<file path="config.mk">
export PLATFORM = sky130hd
export DESIGN_NAME = gmsp_cell
export DESIGN_NICKNAME = d
export VERILOG_FILES = /design/src/rtl/core/gmsp_pkg.sv /design/src/rtl/core/gmsp_cell.sv
export SDC_FILE = /design/constraint.sdc
export NUM_CORES = 1
export LEC_CHECK = 0
export ABC_AREA = 1
export BUFFER_PORTS_ARGS = -buffer_cell sky130_fd_sc_hd__buf_2
export CAP_MARGIN = 10
export CORE_MARGIN = 2
export CORE_UTILIZATION = 44
export CTS_CLUSTER_DIAMETER = 30
export CTS_CLUSTER_SIZE = 12
export DETAILED_ROUTE_END_ITERATION = 10
export PLACE_DENSITY_LB_ADDON = 0.25
export SLEW_MARGIN = 40
export SYNTH_ARGS = -nofsm -noshare
export SYNTH_HDL_FRONTEND = slang
export SYNTH_SLANG_ARGS = --single-unit
</file>
<file path="constraint.sdc">
create_clock -name clk_i -period 1.3 [get_ports clk_i]
set_input_delay 0.26 -clock clk_i [delete_from_list [all_inputs] [get_ports clk_i]]
set_output_delay 0.26 -clock clk_i [all_outputs]
set_load 0.05 [all_outputs]
</file>
<file path="src/rtl/core/gmsp_pkg.sv">
package gmsp_pkg;

  localparam int MAX_COLS = 128;
  localparam int MAX_ROWS = 128;
  localparam int COL_W    = $clog2(MAX_COLS);
  localparam int ROW_W    = $clog2(MAX_ROWS);

  localparam int KIND_W   = 2;
  localparam int DIGIT_W  = 4;
  localparam int SCORE_W  = 12;
  localparam int COUNT_W  = 30;
  localparam int REG_W    = 8;
  localparam int DATA_W   = 32;
  localparam int ADDR_W   = 3;

  localparam logic [COUNT_W-1:0] PRIME     = 30'd1000000007;
  localparam logic [SCORE_W-1:0] SCORE_MAX = '1;

  localparam logic [REG_W-1:0] ROW_WIDTH_RST = 8'd128;
  localparam logic [REG_W-1:0] ROW_COUNT_RST = 8'd128;

  typedef enum logic [KIND_W-1:0] {
    KIND_DIGIT   = 2'd0,
    KIND_START   = 2'd1,
    KIND_END     = 2'd2,
    KIND_BLOCKED = 2'd3
  } kind_e;

  typedef enum logic {
    REG_ROW_WIDTH = 1'b0,
    REG_ROW_COUNT = 1'b1
  } reg_e;

  typedef struct packed {
    logic               reach;
    logic [SCORE_W-1:0] score;
    logic [COUNT_W-1:0] count;
  } cell_val_t;

  typedef struct packed {
    logic [COL_W-1:0] last_col;
    logic [ROW_W-1:0] last_row;
    logic             restart;
  } grid_cfg_t;

  function automatic logic [COUNT_W-1:0] add_mod(input logic [COUNT_W-1:0] a,
                                                 input logic [COUNT_W-1:0] b);
    logic [COUNT_W:0] s;
    s = {1'b0, a} + {1'b0, b};
    if (s >= {1'b0, PRIME}) begin
      s = s - {1'b0, PRIME};
    end
    return s[COUNT_W-1:0];
  endfunction

  function automatic int unsigned last_index(input logic [REG_W-1:0] v,
                                             input int unsigned max_n);
    int unsigned n;
    n = int'(v);
    if (n == 0) begin
      return 0;
    end
    if (n > max_n) begin
      return max_n - 1;
    end
    return n - 1;
  endfunction

endpackage

</file>
<file path="src/rtl/core/gmsp_cell.sv">
module gmsp_cell (
  input  logic                  clk_i,
  input  logic                  shift_i,
  input  logic                  take_new_i,
  input  gmsp_pkg::cell_val_t   new_i,
  input  gmsp_pkg::cell_val_t   next_i,
  output gmsp_pkg::cell_val_t   val_o
);

  gmsp_pkg::cell_val_t val_d, val_q;

  always_comb begin
    val_d = val_q;
    if (shift_i) begin
      val_d = take_new_i ? new_i : next_i;
    end
  end

  always_ff @(posedge clk_i) begin
    val_q <= val_d;
  end

  assign val_o = val_q;

endmodule

</file>
Word-level counts from Yosys, hierarchy flattened
Index checks and enable logic that the tools add are counted.
- output and inout bits: 43
- register bits: 43
- input port bits: 89
- logic and storage cells: 4
- muxes and demuxes: 1
- operators with widths (kind ; count):
    two-way mux 43 bit ; 1

Depth between registers and ports, before layout
- depth in word-level cells: 1
- gate-level depth with buffers: 5
- gate-level depth less buffers: 3

Worst setup path before layout
No wires, ideal clock.
- kind: input -> register
- start: input take_new_i
- end: register val_q (netlist bit val_o[0]), data pin
- stages on the path: 4
- required time: 1.048 ns
- library setup time: 0.252 ns
- path slack: 0.428 ns
- arrival time: 0.620 ns
- buffers on the path: 2
- cells stage by stage: buf_6 -> buf_4 -> nand2_1 -> nand2_1
- word-level cells in the longest chain between the ends: 1
- ends and longest elaborated chain (what ; RTL line ; RTL):
    from (decl) ; gmsp_cell.sv:4 ; input logic take_new_i,
    two-way mux 43 bit ; gmsp_cell.sv:15 ; val_d = take_new_i ? new_i : next_i;
    to (signal assigned) ; gmsp_cell.sv:20 ; val_q <= val_d;
    to (decl) ; gmsp_cell.sv:10 ; gmsp_pkg::cell_val_t val_d, val_q;
Every way passes these cells.
A chain may end at the register's enable or synchronous reset.

Worst setup path after layout
- start: register val_q (netlist bit val_o[14])
- end: output val_o[14] in the netlist's numbering
- RTL lines (what ; RTL line ; RTL):
    to (decl) ; gmsp_cell.sv:7 ; output gmsp_pkg::cell_val_t val_o
No word-level cell between the ends.

==> metrics.md <==
| Metric | Value |
|---|---|
| Num ports | `132` |
| Worst-path clk slew | `0.07 ns` |
| WHS Path Cells | `3` |
| Via count | `1646` |
| Crit-path max FO | `1` |
| Crit. End Element | `output pin` |
| Ys flop type | `edfxtp_1` |
| Die height | `69.2 µm` |
| Library cells used by synthesis | `5` |
| Area leader, netlist | `edfxtp_1` |
| MaxCap Viol Count | `0` |
| Critical path's slowest cell | `edfxtp_1` |
| Hold WS | `0.230 ns` |
| WP depth | `1` |
| Register bit count reported by yosys | `43` |
| Global placement routability congestion | `0.758` |
| Family with the most delay on the worst path | `flip-flops` |
| Async SR Flop Fraction | `0` |
| Power per cell area | `1280 nW/µm²` |
| Fmax | `854 MHz` |
| Synth-to-layout area growth | `40.2%` |
| Num Clock Sinks | `43` |
| Hold/Removal Path Class | `input port to flop` |
| DRC errors left | `0` |
| Critical path launch point | `val_o[14]` |
| Unrepaired setup endpoints after global routing | `no` |
| Vias in the first global route | `1580` |
| Status | `completed` |
| Commonest cells post-synth | `nand2_1, edfxtp_1, buf_6` |
| Mapped Area | `1870 µm²` |
| Via/cell ratio | `4.51` |
| VDD IR max | `0.000637 V` |
| Global-route wire length before repair | `7030 µm` |
| Most frequent cell after synthesis | `nand2_1` |
| Worst path required time | `1.04 ns` |
| Time the worst path needs with I/O delays and setup | `1.17 ns` |
| Antenna Cells | `0` |
| WS Path Type | `flop to output pin` |
| Die W | `69.2 µm` |
| # resized after CTS | `0` |
| H-tree Lvls | `2` |
| Maximum clock path buffer count | `2` |
| Initial antenna violation count | `0` |
| Worst slack at placement | `0.256 ns` |
| Area contributors post-synth | `edfxtp_1, nand2_1, buf_6` |
| Cts bufs inserted | `5` |
| CTS tree | `yes` |
| CORE AREA | `4060 µm²` |
| Largest net degree at the start of global routing | `44` |
| GR Util All Layers | `0.186` |
| Final setup vio count | `0` |
| Crit path cell chain | `buf_2` |
| Leakage power | `0.00138 µW` |
| Post-route clock period utilization | `0.901` |
| Slew HR | `0.804` |
| Synth warn | `0` |
| Post-CTS Hold Fix Bufs | `0` |
| Synthesized net count | `271` |
| Sequential fraction of the synthesis area | `0.690` |
| CP Capture Point | `val_o[14]` |
| Maximum single-stage delay on the critical path | `0.39 ns` |
| Share of layout cells above drive strength 1 | `0.451` |
| Initial Util | `0.461` |
| PortBufs | `131` |
| Max FFs per register | `43` |
| Max-slew violation count | `0` |
| DRT antenna net count | `0` |
| Row Count | `23` |
| Synth Instances | `182` |
| First DRT Iteration DRCs | `122` |
| Root buffer cell | `clkbuf_8` |
| Final setup margin | `0.129 ns` |
| Final Hold Vio Count | `0` |
| Syn Area/Cell | `10.3 µm²` |
| Worst-margin pin slew | `0.294 ns` |
| Critical path buffers and inverters | `1` |
| Critical path arrival | `0.91 ns` |
| Die footprint | `4790 µm²` |
| Startpoint Class | `flop` |
| Post-synth EDFFs | `43` |
| Post-synth top area share | `0.690` |
| Total Neg Setup Slack | `0 ns` |
| Grt ovf | `0` |
| Post-Route WL | `4310 µm` |
| Post-CTS setup repair buffer count | `0` |
| Detail Placement HPWL | `3270 µm` |
| DR pass1 iterations | `4` |
| Final Core Density | `0.646` |
| DR WL/cell | `11.8 µm` |
| Fin nets | `404` |
[how the worst min path moves through the flow]
stage | startpoint | endpoint | slack [ns]
floorplan | shift_i | val_o[0] | 0.37
global placement | next_i[9] | val_o[9] | 0.52
detailed placement | next_i[4] | val_o[4] | 0.53
CTS | next_i[4] | val_o[4] | 0.22
global route | next_i[4] | val_o[4] | 0.22
finish | next_i[4] | val_o[4] | 0.23
[report_power, final]
part	switching, µW	leakage (µW)	internal [µW]
registers	27.4	0.000419	1670
clock network	417	0.0000414	357
logic	644	0.000922	231
[layer usage]
metal	global-route usage	part of all wire	up-vias
met1	0.213	0.36	715
met4	0.0763	0.014	0
li1	-	-	846
met3	0.0610	0.096	7
met5	0	0	-
met2	0.318	0.53	78
[cell type report]
type | instances | area, µm²
multi-input combinational | 129 | 484
fill | 344 | 1440
timing repair buffer | 135 | 698
clock buffer | 5 | 68.8
sequential | 43 | 1290
tap | 50 | 62.6
clock inverter | 2 | 8.76
inverter | 1 | 8.76
[stage by stage]
| stage | area, µm² | total power, µW | instances |
|---|---|---|---|
| global route | 2620 | 3510 | 365 |
| floorplan | 1870 | 2330 | 182 |
| CTS | 2620 | 3390 | 365 |
| global placement | 2540 | 2600 | 358 |
| detailed placement | 2540 | 2620 | 358 |
| finish | 2620 | 3350 | 365 |
[kinds of logic (layout without fill, tap and decap cells)]
logic type	after synthesis	count (layout)	share of synthesized area
buffers and inverters	10	143	0.0508
flip-flops	43	43	0.690
AND/OR/NAND/NOR	129	129	0.259
[cell usage in the layout (no fill, tap or decap)]
cell type and count:
buf_2 131, nand2_1 129, edfxtp_1 43, clkbuf_8 5, buf_4 3, inv_6 1, clkinv_1 1, clkinv_2 1
buf_12 1
No activity file was read; power rests on OpenSTA's default activity.
