--- src/rtl/core/gmsp_pkg.sv ---
package gmsp_pkg;

  localparam int MAX_COLS = 128;
  localparam int MAX_ROWS = 128;
  localparam int COL_W    = $clog2(MAX_COLS);
  localparam int ROW_W    = $clog2(MAX_ROWS);

  localparam int KIND_W   = 2;
  localparam int DIGIT_W  = 4;
  localparam int SCORE_W  = 12;
  localparam int COUNT_W  = 30;
  localparam int REG_W    = 8;
  localparam int DATA_W   = 32;
  localparam int ADDR_W   = 3;

  localparam logic [COUNT_W-1:0] PRIME     = 30'd1000000007;
  localparam logic [SCORE_W-1:0] SCORE_MAX = '1;

  localparam logic [REG_W-1:0] ROW_WIDTH_RST = 8'd128;
  localparam logic [REG_W-1:0] ROW_COUNT_RST = 8'd128;

  typedef enum logic [KIND_W-1:0] {
    KIND_DIGIT   = 2'd0,
    KIND_START   = 2'd1,
    KIND_END     = 2'd2,
    KIND_BLOCKED = 2'd3
  } kind_e;

  typedef enum logic {
    REG_ROW_WIDTH = 1'b0,
    REG_ROW_COUNT = 1'b1
  } reg_e;

  typedef struct packed {
    logic               reach;
    logic [SCORE_W-1:0] score;
    logic [COUNT_W-1:0] count;
  } cell_val_t;

  typedef struct packed {
    logic [COL_W-1:0] last_col;
    logic [ROW_W-1:0] last_row;
    logic             restart;
  } grid_cfg_t;

  function automatic logic [COUNT_W-1:0] add_mod(input logic [COUNT_W-1:0] a,
                                                 input logic [COUNT_W-1:0] b);
    logic [COUNT_W:0] s;
    s = {1'b0, a} + {1'b0, b};
    if (s >= {1'b0, PRIME}) begin
      s = s - {1'b0, PRIME};
    end
    return s[COUNT_W-1:0];
  endfunction

  function automatic int unsigned last_index(input logic [REG_W-1:0] v,
                                             input int unsigned max_n);
    int unsigned n;
    n = int'(v);
    if (n == 0) begin
      return 0;
    end
    if (n > max_n) begin
      return max_n - 1;
    end
    return n - 1;
  endfunction

endpackage

--- src/rtl/core/gmsp_eval.sv ---
module gmsp_eval (
  input  gmsp_pkg::kind_e                kind_i,
  input  logic [gmsp_pkg::DIGIT_W-1:0]   digit_i,
  input  logic                           first_i,
  input  gmsp_pkg::cell_val_t            right_i,
  input  gmsp_pkg::cell_val_t            below_i,
  input  gmsp_pkg::cell_val_t            diag_i,
  output gmsp_pkg::cell_val_t            cur_o
);

  logic [gmsp_pkg::SCORE_W-1:0] rs, bs, ds, best;
  logic [gmsp_pkg::COUNT_W-1:0] rc, bc, dc;
  logic [gmsp_pkg::SCORE_W:0]   total;
  logic [gmsp_pkg::DIGIT_W-1:0] gain;
  logic                         any;

  always_comb begin
    rs   = right_i.reach ? right_i.score : '0;
    bs   = below_i.reach ? below_i.score : '0;
    ds   = diag_i.reach  ? diag_i.score  : '0;
    best = (rs > bs) ? rs : bs;
    best = (ds > best) ? ds : best;
    any  = right_i.reach | below_i.reach | diag_i.reach;

    rc = (right_i.reach && rs == best) ? right_i.count : '0;
    bc = (below_i.reach && bs == best) ? below_i.count : '0;
    dc = (diag_i.reach  && ds == best) ? diag_i.count  : '0;

    gain  = (kind_i == gmsp_pkg::KIND_DIGIT) ? digit_i : '0;
    total = {1'b0, best} + {{(gmsp_pkg::SCORE_W + 1 - gmsp_pkg::DIGIT_W){1'b0}}, gain};

    cur_o = '0;
    if (kind_i == gmsp_pkg::KIND_BLOCKED) begin
      cur_o = '0;
    end else if (first_i) begin
      cur_o.reach = 1'b1;
      cur_o.score = '0;
      cur_o.count = gmsp_pkg::COUNT_W'(1);
    end else if (any) begin
      cur_o.reach = 1'b1;
      cur_o.count = gmsp_pkg::add_mod(gmsp_pkg::add_mod(rc, bc), dc);
      cur_o.score = total[gmsp_pkg::SCORE_W] ? gmsp_pkg::SCORE_MAX
                                             : total[gmsp_pkg::SCORE_W-1:0];
    end
  end

endmodule

--- config.mk ---
export PLATFORM = sky130hd
export DESIGN_NAME = gmsp_eval
export DESIGN_NICKNAME = d
export VERILOG_FILES = /design/src/rtl/core/gmsp_pkg.sv /design/src/rtl/core/gmsp_eval.sv
export SDC_FILE = /design/constraint.sdc
export NUM_CORES = 1
export LEC_CHECK = 0
export BUFFER_PORTS_ARGS = -buffer_cell sky130_fd_sc_hd__buf_2
export CELL_PAD_IN_SITES_DETAIL_PLACEMENT = 1
export CELL_PAD_IN_SITES_GLOBAL_PLACEMENT = 1
export CORE_ASPECT_RATIO = 0.5
export CORE_UTILIZATION = 30
export DETAILED_ROUTE_END_ITERATION = 12
export PLACE_DENSITY = 0.65
export RECOVER_POWER = 25
export SKIP_LAST_GASP = 1
export SLEW_MARGIN = 20
export SYNTH_ARGS = -nofsm -noshare
export SYNTH_HDL_FRONTEND = slang
export SYNTH_SLANG_ARGS = --single-unit
--- constraint.sdc ---
create_clock -name vclk -period 29.3
set_input_delay 0 -clock vclk [all_inputs]
set_output_delay 0 -clock vclk [all_outputs]
set_load 0.01 [all_outputs]
# Yosys cells after proc, flatten, opt, wreduce, memory -nomap -nowiden
# Cells that the tools add are included.
dict set report word_totals {
  elab_cells 37
  reg_bits 0
}
dict set report op_classes {
  n_lt_le_gt_ge 4
  add_sub_neg 5
  bitwise 2
  reduce_logical 4
  n_eq_ne 4
  mux 18
}
# cell n
set ops {}
lappend ops {{two-way mux 30 bit} 8}
lappend ops {{two-way mux 43 bit} 3}
lappend ops {{two-way mux 12 bit} 6}
lappend ops {{adder 30 x 30 -> 31 bit} 2}
lappend ops {{greater-or-equal comparator 31 x 30 -> 1 bit, second input constant} 2}
lappend ops {{subtractor 30 bit, second input constant} 2}
lappend ops {{equality test 12 bit} 3}
lappend ops {{greater-than comparator 12 bit} 2}
lappend ops {{adder 12 x 4 -> 13 bit} 1}
lappend ops {{two-way mux 4 bit} 1}
lappend ops {{logical AND 1 bit} 3}
lappend ops {{equality test 2 bit, second input constant} 1}
lappend ops {{logical NOT 2 bit} 1}
lappend ops {{OR 1 bit} 2}

# Depth between registers and ports, before layout
dict set report depth {
  ltp_word 20
  ltp_mapped 63
  mapped_depth_nobuf 52
}

# Worst setup path before layout
# Ideal clock, no wire load.
dict set report synth_path {
  kind {in2out}
  from {in below_i[42] (netlist name)}
  to {out cur_o[10] (netlist name)}
  slack_ns 17.428
  arrival_time_ns 11.872
  n_path_buf 10
  cell_stages 56
  cell_sequence {buf_2 > buf_1 > nand2_1 > ha_1 > nand4_1 > or4b_4 > o221a_2 > nor2_2 > buf_2 > o21ai_0 > inv_1 > ha_1 > nor2b_1 > o21a_1 > o21a_1 > o21bai_1 > a21oi_1 > o21ai_1 > [... 20 more ...] > buf_4 > xnor2_1 > ha_1 > inv_1 > fa_1 > nand2b_1 > a21o_1 > and4b_1 > o211a_1 > a211oi_2 > or4_4 > nor2_1 > o31ai_1 > o2111ai_2 > and2_4 > buf_6 > or3_1 > a21oi_1}
}
# item line
set synth_lines {}
lappend synth_lines {{start, declared} gmsp_eval.sv:6} ;# input gmsp_pkg::cell_val_t below_i,
lappend synth_lines {{end, declared} gmsp_eval.sv:8} ;# output gmsp_pkg::cell_val_t cur_o

==> impl_metrics.csv <==
group,metric,value,unit
critical_path,critPathMaxFanout,30,
worst_hold_path,holdCritPathClass,"in2out",
sta,hold_viol_final,0,
sta,tns,0,ns
synth,syn_inst,1284,
die,die_w,238,um
synth,yosys_warnings,0,
placed_design,hpwl,27.4,mm
critical_path,crit_family,"compound AO/OA/AOI/OAI gates",
clock_tree,cts_resized,0,
critical_path,cp_num_buf_inv,6,
cells_and_area,layout-drive-gt1-share,0.151,
critical_path,crit_top_cell,"ha_1",
cells_and_area,n_antenna_cell,0,
clock_tree,postCtsSetupBuffers,0,
synth,synth_area_leader_cell,"ha_1",
grt,track_usage,0.220,
drt,drt_pass1_iterations,5,
sta,setup_viol,0,
cells_and_area,area_delta_synth_final,13.7,%
sta,worst_pin_slew,1.09,ns
drt,vias_per_cell,5.59,
sta,setup_slack,12.94,ns
pwr,cellLeakagePower,4.50,nW
placed_design,pre_cts_ws,14.55,ns
drt,antenna_left,0,
drt,drc,0,
cells_and_area,nFillCells,3544,
grt,overflow,0,
critical_path,cpPeakStageDelay,0.88,ns
die,die_h,120,um
sta,fin_crit,16.36,ns
sta,max_freq,0.0611,GHz
die,ios,179,
cells_and_area,seq_area,0,sq um
synth,synth-seq-area-share,0,
pwr,irDropWorstVdd,0.00646,mV
cells_and_area,n_sequential_cell,0,
clock_tree,holdBufCountCts,0,
drt,num_vias,9995,
worst_hold_path,hold_end,"cur_o[42]",
die,core-area,0.0269,sq mm
status,status,"complete, no violations",
placed_design,io_buffers,179,
die,initial_core_util,0.311,
drt,wl_per_cell,18.0,um
critical_path,crit_type,"in2out",
critical_path,cp.arrival,16.36,ns
synth,syn_nets,1512,
synth,netlist_area,0.00836,sq mm
die,rows,42,
cells_and_area,nNetsFinal,1644,
grt,grt_pass1_wl,52.2,mm
worst_hold_path,holdCritStartpoint,"kind_i[1]",
synth,yosysTopAreaCellShare,0.133,
drt,wirelength,32.3,mm
synth,synth.distinct_cells,85,
cells_and_area,multiInputGateArea,0.00794,sq mm
run,maxCapViolCount,0,
grt,grt_pass1_vias,10200,
critical_path,startpoint_type,"primary input",
synth,synth.avg_cell_area,6.51,sq um
sta,max-slew-margin-rel,0.270,
pwr,powerDensity,13.0,mW/mm^2
synth,yosys-top-cells-area,"ha_1 13%, and2_1 8.9%, a21oi_1 7.1%",
sta,timing.final.crit_share,0.558,
placed_design,routabilityCongestion,0.916,
critical_path,end_kind,"output pin",
sta,drv_slew,0,
worst_hold_path,hold-path-cell-count,3,
sta,grt_setup_unrepaired,"false",
die,dieArea,0.0286,sq mm
synth,synth_commonest_cells,"119 x a21oi_1, 119 x and2_1, 119 x nand2_1",
grt,antenna_found_initial,0,
grt,grt_max_degree,41,
critical_path,critical_path_required,29.30,ns
critical_path,slowest_stage,"nor4_1",
drt,drtIter0Drc,554,
cells_and_area,clockBufferCount,0,
pwr,p_total,0.124,mW
[through the flow]
stage               hold WS, ns   util  instance area, sq um  std cells
floorplan                0.0894      -                  8360       1284
global placement          0.333  0.354                  9520       1788
detailed placement        0.339  0.354                  9520       1788
CTS                       0.339  0.354                  9520       1788
global route              0.369  0.353                  9510       1788
finish                    0.337  0.353                  9510       1788
[tightest hold or removal path: stages]
cell and delay (ns):
buf_2 0.11, a21oi_1 0.08, buf_2 0.14
[final cells by class]
class	count	share of cell area
multi-input combinational	1183	0.835
timing repair buffer	184	0.0971
tap	374	0.0492
inverter	47	0.0186
[power breakdown]
| group | switching (mW) | total [mW] | internal (mW) |
|---|---|---|---|
| logic | 0.0769 | 0.124 | 0.0469 |
| registers | 0 | 0 | 0 |
| clock network | 0 | 0 | 0 |
[how the worst max path moves through the flow]
stage,to,slack [ns],depth (start not counted),startpoint
after floorplan,cur_o[10],17.43,56,below_i[42]
after global placement,cur_o[10],15.10,51,below_i[42]
after detailed placement,cur_o[10],14.55,49,below_i[42]
after CTS,cur_o[10],14.52,49,below_i[42]
after global routing,cur_o[10],11.68,50,right_i[42]
final,cur_o[10],12.94,50,right_i[42]
[per-layer routing]
layer | track usage | vias up | share of wire
met5 | 0 | - | 0
met4 | 0.0381 | 0 | 0.017
met3 | 0.00667 | 36 | 0.025
met2 | 0.405 | 179 | 0.48
met1 | 0.288 | 4780 | 0.48
li1 | - | 5000 | -
[kinds of logic after synthesis]
family | share of synthesized area
compound gates | 0.330
buf+inv | 0.0509
xor+xnor | 0.104
mux | 0.0151
simple gates | 0.360
fa+ha+maj | 0.140
[cell usage in the layout (no fill, tap or decap), types with 8 or more instances in the layout]
| cell type | instances |
|---|---|
| a311oi_1 | 9 |
| a21o_1 | 32 |
| ha_1 | 89 |
| and4_1 | 8 |
| nand3_1 | 33 |
| xor2_1 | 50 |
| or3_1 | 16 |
| o21a_1 | 17 |
| o31ai_1 | 9 |
| o211ai_1 | 15 |
| nand4_1 | 20 |
| buf_2 | 174 |
| nor4_1 | 12 |
| and2_1 | 119 |
| nand2_1 | 119 |
| inv_1 | 47 |
| a21oi_1 | 119 |
| xnor2_1 | 49 |
| nor2_1 | 108 |
| nor2b_1 | 15 |
| a211o_1 | 9 |
| and3_1 | 25 |
| a31oi_1 | 14 |
| nor3_1 | 37 |
| o21ai_0 | 64 |
| o21bai_1 | 8 |
| a211oi_1 | 26 |
| o21ai_1 | 11 |
| nand2b_1 | 18 |
(Power assumes the default switching activity.)
