## src/rtl/core/gmsp_pkg.sv

```systemverilog
package gmsp_pkg;

  localparam int MAX_COLS = 128;
  localparam int MAX_ROWS = 128;
  localparam int COL_W    = $clog2(MAX_COLS);
  localparam int ROW_W    = $clog2(MAX_ROWS);

  localparam int KIND_W   = 2;
  localparam int DIGIT_W  = 4;
  localparam int SCORE_W  = 12;
  localparam int COUNT_W  = 30;
  localparam int REG_W    = 8;
  localparam int DATA_W   = 32;
  localparam int ADDR_W   = 3;

  localparam logic [COUNT_W-1:0] PRIME     = 30'd1000000007;
  localparam logic [SCORE_W-1:0] SCORE_MAX = '1;

  localparam logic [REG_W-1:0] ROW_WIDTH_RST = 8'd128;
  localparam logic [REG_W-1:0] ROW_COUNT_RST = 8'd128;

  typedef enum logic [KIND_W-1:0] {
    KIND_DIGIT   = 2'd0,
    KIND_START   = 2'd1,
    KIND_END     = 2'd2,
    KIND_BLOCKED = 2'd3
  } kind_e;

  typedef enum logic {
    REG_ROW_WIDTH = 1'b0,
    REG_ROW_COUNT = 1'b1
  } reg_e;

  typedef struct packed {
    logic               reach;
    logic [SCORE_W-1:0] score;
    logic [COUNT_W-1:0] count;
  } cell_val_t;

  typedef struct packed {
    logic [COL_W-1:0] last_col;
    logic [ROW_W-1:0] last_row;
    logic             restart;
  } grid_cfg_t;

  function automatic logic [COUNT_W-1:0] add_mod(input logic [COUNT_W-1:0] a,
                                                 input logic [COUNT_W-1:0] b);
    logic [COUNT_W:0] s;
    s = {1'b0, a} + {1'b0, b};
    if (s >= {1'b0, PRIME}) begin
      s = s - {1'b0, PRIME};
    end
    return s[COUNT_W-1:0];
  endfunction

  function automatic int unsigned last_index(input logic [REG_W-1:0] v,
                                             input int unsigned max_n);
    int unsigned n;
    n = int'(v);
    if (n == 0) begin
      return 0;
    end
    if (n > max_n) begin
      return max_n - 1;
    end
    return n - 1;
  endfunction

endpackage

```

## src/rtl/core/gmsp_regs.sv

```systemverilog
module gmsp_regs (
  input  logic                          clk_i,
  input  logic                          rst_ni,
  input  logic                          psel,
  input  logic                          penable,
  input  logic                          pwrite,
  input  logic [gmsp_pkg::ADDR_W-1:0]   paddr,
  input  logic [gmsp_pkg::DATA_W-1:0]   pwdata,
  output logic [gmsp_pkg::DATA_W-1:0]   prdata,
  output logic                          pready,
  output gmsp_pkg::grid_cfg_t           cfg_o
);

  logic [gmsp_pkg::REG_W-1:0] row_width_d, row_width_q;
  logic [gmsp_pkg::REG_W-1:0] row_count_d, row_count_q;
  logic                       wr;
  gmsp_pkg::reg_e             sel;

  assign wr     = psel & penable & pwrite;
  assign sel    = gmsp_pkg::reg_e'(paddr[gmsp_pkg::ADDR_W-1]);
  assign pready = 1'b1;

  always_comb begin
    row_width_d = row_width_q;
    row_count_d = row_count_q;
    prdata      = '0;
    case (sel)
      gmsp_pkg::REG_ROW_WIDTH: begin
        prdata = {{(gmsp_pkg::DATA_W - gmsp_pkg::REG_W){1'b0}}, row_width_q};
        if (wr) row_width_d = pwdata[gmsp_pkg::REG_W-1:0];
      end
      gmsp_pkg::REG_ROW_COUNT: begin
        prdata = {{(gmsp_pkg::DATA_W - gmsp_pkg::REG_W){1'b0}}, row_count_q};
        if (wr) row_count_d = pwdata[gmsp_pkg::REG_W-1:0];
      end
      default: begin
        prdata = '0;
      end
    endcase
  end

  always_ff @(posedge clk_i or negedge rst_ni) begin
    if (!rst_ni) begin
      row_width_q <= gmsp_pkg::ROW_WIDTH_RST;
      row_count_q <= gmsp_pkg::ROW_COUNT_RST;
    end else begin
      row_width_q <= row_width_d;
      row_count_q <= row_count_d;
    end
  end

  assign cfg_o.last_col = gmsp_pkg::COL_W'(gmsp_pkg::last_index(row_width_q, gmsp_pkg::MAX_COLS));
  assign cfg_o.last_row = gmsp_pkg::ROW_W'(gmsp_pkg::last_index(row_count_q, gmsp_pkg::MAX_ROWS));
  assign cfg_o.restart  = wr;

endmodule

```

## config.mk

```make
export PLATFORM = sky130hd
export DESIGN_NAME = gmsp_regs
export DESIGN_NICKNAME = d
export VERILOG_FILES = /design/src/rtl/core/gmsp_pkg.sv /design/src/rtl/core/gmsp_regs.sv
export SDC_FILE = /design/constraint.sdc
export NUM_CORES = 1
export LEC_CHECK = 0
export BUFFER_PORTS_ARGS = -buffer_cell sky130_fd_sc_hd__buf_2
export CAP_MARGIN = 20
export CORE_MARGIN = 2
export CORE_UTILIZATION = 38
export DETAILED_ROUTE_END_ITERATION = 8
export PLACE_DENSITY = 0.8
export SLEW_MARGIN = 20
export SYNTH_ARGS = -nofsm -noshare
export SYNTH_HDL_FRONTEND = slang
export SYNTH_SLANG_ARGS = --single-unit
```

## constraint.sdc

```tcl
create_clock -name clk_i -period 1.9 [get_ports clk_i]
set_clock_uncertainty 0.15 [all_clocks]
set_input_delay 0.285 -clock clk_i [delete_from_list [all_inputs] [get_ports clk_i]]
set_output_delay 0.285 -clock clk_i [all_outputs]
set_load 0.01 [all_outputs]
```

# After elaboration in Yosys (flattened, before gate mapping)
# Index checks and enable logic that the tools add are counted.
dict set report totals {
  latchBits 0
  inputBits 40
  mem_bits_ro 0
  elab_cells 26
  register_bits 16
  ramBits 0
  mem_count 0
}
dict set report op_classes {
  mul 0
  div 0
  n_eq_ne 0
  n_bitwise 3
  muxes 13
  reduce_logical 4
  shifts 0
  add_sub_neg 2
  magnitude_cmp 2
}
# cell count
set op_table {}
lappend op_table {{32-bit one-hot mux with 2 select lines} 1}
lappend op_table {{7-bit 2-to-1 mux} 6}
lappend op_table {{8-bit greater-than comparator (second input constant)} 2}
lappend op_table {{8-bit zero test} 2}
lappend op_table {{7-bit by 1-bit subtractor with 7-bit output (second input constant)} 2}
lappend op_table {{1-bit 2-to-1 mux} 6}
lappend op_table {{2-bit AND reduction} 2}
lappend op_table {{1-bit AND} 2}
lappend op_table {{1-bit NOT} 1}

# Longest topological paths before layout
dict set report depth {
  word_depth 5
  mapped_depth 6
}

# Worst setup path before layout
# OpenSTA, ideal clock, no wires.
dict set report synth_path {
  path_type {reg-to-output}
  startpoint {register row_width_q[4] (netlist name)}
  endpoint {output port cfg_o[8] (netlist name)}
  t_required_ns 1.465
  t_arrival_ns 1.520
  setup_slack_ns -0.055
  stages_incl_launch_ff 4
  n_path_buf 0
  path_cell_list {dfrtp_1 -> or3_4 -> or3_4 -> maj3_2}
}
# element line
set synth_rtl {}
lappend synth_rtl {{from (decl)} gmsp_regs.sv:14} ;# logic [gmsp_pkg::REG_W-1:0] row_width_d, row_width_q;
lappend synth_rtl {{from (signal assigned)} gmsp_regs.sv:44} ;# row_width_q <= gmsp_pkg::ROW_WIDTH_RST;
lappend synth_rtl {{from (signal assigned)} gmsp_regs.sv:47} ;# row_width_q <= row_width_d;
lappend synth_rtl {{to (decl)} gmsp_regs.sv:11} ;# output gmsp_pkg::grid_cfg_t cfg_o

==> results.sh <==
export IMPL_outcome="complete, but fails checks"
export IMPL_violations="negative setup slack"
export IMPL_clkLatencyLatePin_ns=0.30
export IMPL_clk_pin_slew_worst_paths_ns=0.10
export IMPL_final_util_pct=51.3
export IMPL_postPlaceCellArea_sq_um=1560
export IMPL_die_height_microns=62.6
export IMPL_core_area_sq_um=3310
export IMPL_r2r_start="row_width_q[4]"
export IMPL_gr_usage_all_layers_pct=15.4
export IMPL_final_seq_area_sq_um=403
export IMPL_dieArea_sq_um=3920
export IMPL_grt_pass1_vias=1087
export IMPL_drt_iter0_drc=29
export IMPL_areaGrowthSynthToFinish_pct=30.2
export IMPL_fmax_mhz=426
export IMPL_fin_nets=241
export IMPL_nFillCells=308
export IMPL_synth_warnings=0
export IMPL_syn_area_sq_um=1310
export IMPL_syn_area_per_cell_sq_um=9.32
export IMPL_critPathMaxFanout=5
export IMPL_clock_sinks=16
export IMPL_hp_start="pwdata[4]"
export IMPL_power_leakage_nw=0.809
export IMPL_synth_cell_types=29
export IMPL_tritoncts="done"
export IMPL_cp_required_ns=1.46
export IMPL_gr_total_overflow=0
export IMPL_hp_class="primary input to register"
export IMPL_hold_ws_ns=0.0758
export IMPL_antenna_found_initial=0
export IMPL_post_route_min_period_ns=2.35
export IMPL_post_route_period_util_pct=124
export IMPL_netlist_instances=140
export IMPL_cts_root_buf="clkbuf_4"
export IMPL_drcViolationCount=0
export IMPL_layout_cells_non_filler=242
export IMPL_wl_per_cell_microns=12.1
export IMPL_io_buffer_count=36
export IMPL_ir_drop_mv=0.711
export IMPL_design_area_sq_um=1700
export IMPL_finalWorstSetupSlack_ns=-0.450
export IMPL_finalMaxSlewViolations=0
export IMPL_antenna_cells=0
export IMPL_start_util_pct=39.4
export IMPL_pin_count=88
export IMPL_grt_start_max_net_pins=17
export IMPL_yosys_area_top_type="dfrtp_1"
export IMPL_ys_ff_latch=16
export IMPL_synth_top_cell_area_share_pct=26.8
export IMPL_crit_start="row_width_q[4]"
export IMPL_routed_wl_microns=2930
export IMPL_clk_path_buf_depth=2
export IMPL_cap_violations=0
export IMPL_rsz0062_at_grt="true"
export IMPL_finalSetupViolations=14
export IMPL_critPathLaunchType="register"
export IMPL_drtPass1Iterations=2
export IMPL_ys_seq_area_share_pct=30.9
export IMPL_gp_congestion=0.757
export IMPL_vias_per_cell=4.61
export IMPL_hold_viol=0
export IMPL_ant_nets=0
export IMPL_numCtsBuffers=3
export IMPL_core_rowCount=21
export IMPL_dp_hpwl_microns=2230
export IMPL_grt_pass1_wl_microns=4710
export IMPL_power_density_nw_per_um2=983
export IMPL_setup_worst_path_class="register to output pin"
export IMPL_multiInputGateArea_sq_um=823
export IMPL_final_layout_size_suffix_gt1_share_pct=52.6
export IMPL_dpl_cell_count=233
export IMPL_h_tree_depth=1
export IMPL_fp_dieW_microns=62.6
export IMPL_vias=1115
export IMPL_cp_arrival_ns=1.91
export IMPL_synth_area_leaders="dfrtp_1 (27%), mux2_2 (18%), buf_4 (15%)"
export IMPL_cp_end_kind="output pin"
-- final cells by class --
class	count	share of cell area, %
sequential	16	23.7
clock buffer	4	2.14
timing repair buffer	57	21.0
multi-input combinational	113	48.5
tap	46	3.39
inverter	6	1.33
-- through the flow --
step	total power, mW	TNS [ns]	setup WS (ns)
floorplan	1.03	-0.0317	-0.0124
finish	1.67	-5.19	-0.450
detailed placement	1.35	-0.724	-0.0944
global placement	1.32	-0.664	-0.0968
CTS	1.62	-5.08	-0.423
global route	1.78	-6.07	-0.487
-- worst max-delay path, stage by stage, from the launching register on --
cell	delay (ns)
dfrtp_1	0.39
or3_4	0.41
or3_4	0.38
maj3_2	0.31
buf_6	0.12
-- worst paths after layout --
kind,to,slack (ns),cells after the start
worst min register to register,row_count_q[6],0.46,1
worst max register to register,row_width_q[4],0.63,4
worst min-delay path,row_width_q[4],0.08,2
max in group asynchronous,row_width_q[7],1.04,2
min in group asynchronous,row_width_q[3],0.25,2
worst max-delay path,cfg_o[8],-0.45,4
-- sequential cells by signal, summed over array words and instances, names as in the netlist --
signal and count:
row_width_q 8, row_count_q 8
-- per-layer routing --
layer  global-route usage (%)  part of all wire (%)
met1                     14.8                    37
met2                     30.5                    55
met3                     2.16                   4.6
met4                     8.89                   3.0
met5                        0                     0
-- power breakdown --
| part | switching, mW | internal, mW | total (mW) | leakage [nW] |
|---|---|---|---|---|
| clock network | 0.118 | 0.117 | 0.235 | 0.0210 |
| logic | 0.455 | 0.480 | 0.935 | 0.599 |
| registers | 0.0781 | 0.423 | 0.501 | 0.189 |
| total | 0.650 | 1.02 | 1.67 | 0.809 |
-- repair_timing --
| action | CTS | global route |
|---|---|---|
| gates cloned | 0 | 0 |
| setup endpoints to repair | 14 | 15 |
| hold buffers | 1 | 0 |
| buffers inserted | 2 | 3 |
| pin swaps | 7 | 4 |
| gates resized for setup | 6 | 13 |
| hold endpoints to repair | 14 | 0 |
-- kinds of logic after synthesis --
logic type,share of synthesized area [%]
compound gates,7.19
xor+xnor,4.03
fa+ha+maj,4.70
buf+inv,17.3
flops,30.9
mux,19.7
other cells,0.575
simple gates,15.7
-- cells in the mapped netlist --
| cell type | n |
|---|---|
| buf_4 | 26 |
| mux2_2 | 21 |
| dfrtp_1 | 14 |
| nand2_1 | 8 |
| a21oi_1 | 7 |
| nor3_1 | 7 |
| o21ai_0 | 7 |
| inv_1 | 6 |
| nor2_1 | 6 |
| ha_1 | 4 |
| xnor2_1 | 4 |
| nand2b_1 | 3 |
| or3_4 | 3 |
| and3_1 | 2 |
| conb_1 | 2 |
| dfstp_2 | 2 |
| mux2i_1 | 2 |
| nor2_2 | 2 |
| nor3b_1 | 2 |
| nor4_1 | 2 |
| xor2_1 | 2 |
| a211oi_1 | 1 |
| a311oi_1 | 1 |
| buf_1 | 1 |
| clkbuf_1 | 1 |
| maj3_2 | 1 |
| o21a_1 | 1 |
| or2_2 | 1 |
| or3_1 | 1 |
-- placed cells by master (no fill, tap or decap), drive strengths merged, types with 2 or more instances in the layout --
| cell | n |
|---|---|
| a21oi | 7 |
| and3 | 2 |
| buf | 56 |
| clkbuf | 4 |
| conb | 25 |
| dfrtp | 14 |
| dfstp | 2 |
| ha | 4 |
| inv | 6 |
| mux2 | 21 |
| mux2i | 2 |
| nand2 | 8 |
| nand2b | 3 |
| nor2 | 8 |
| nor3 | 7 |
| nor3b | 2 |
| nor4 | 2 |
| o21ai | 7 |
| or3 | 4 |
| xnor2 | 4 |
| xor2 | 2 |
(Power assumes the default switching activity.)
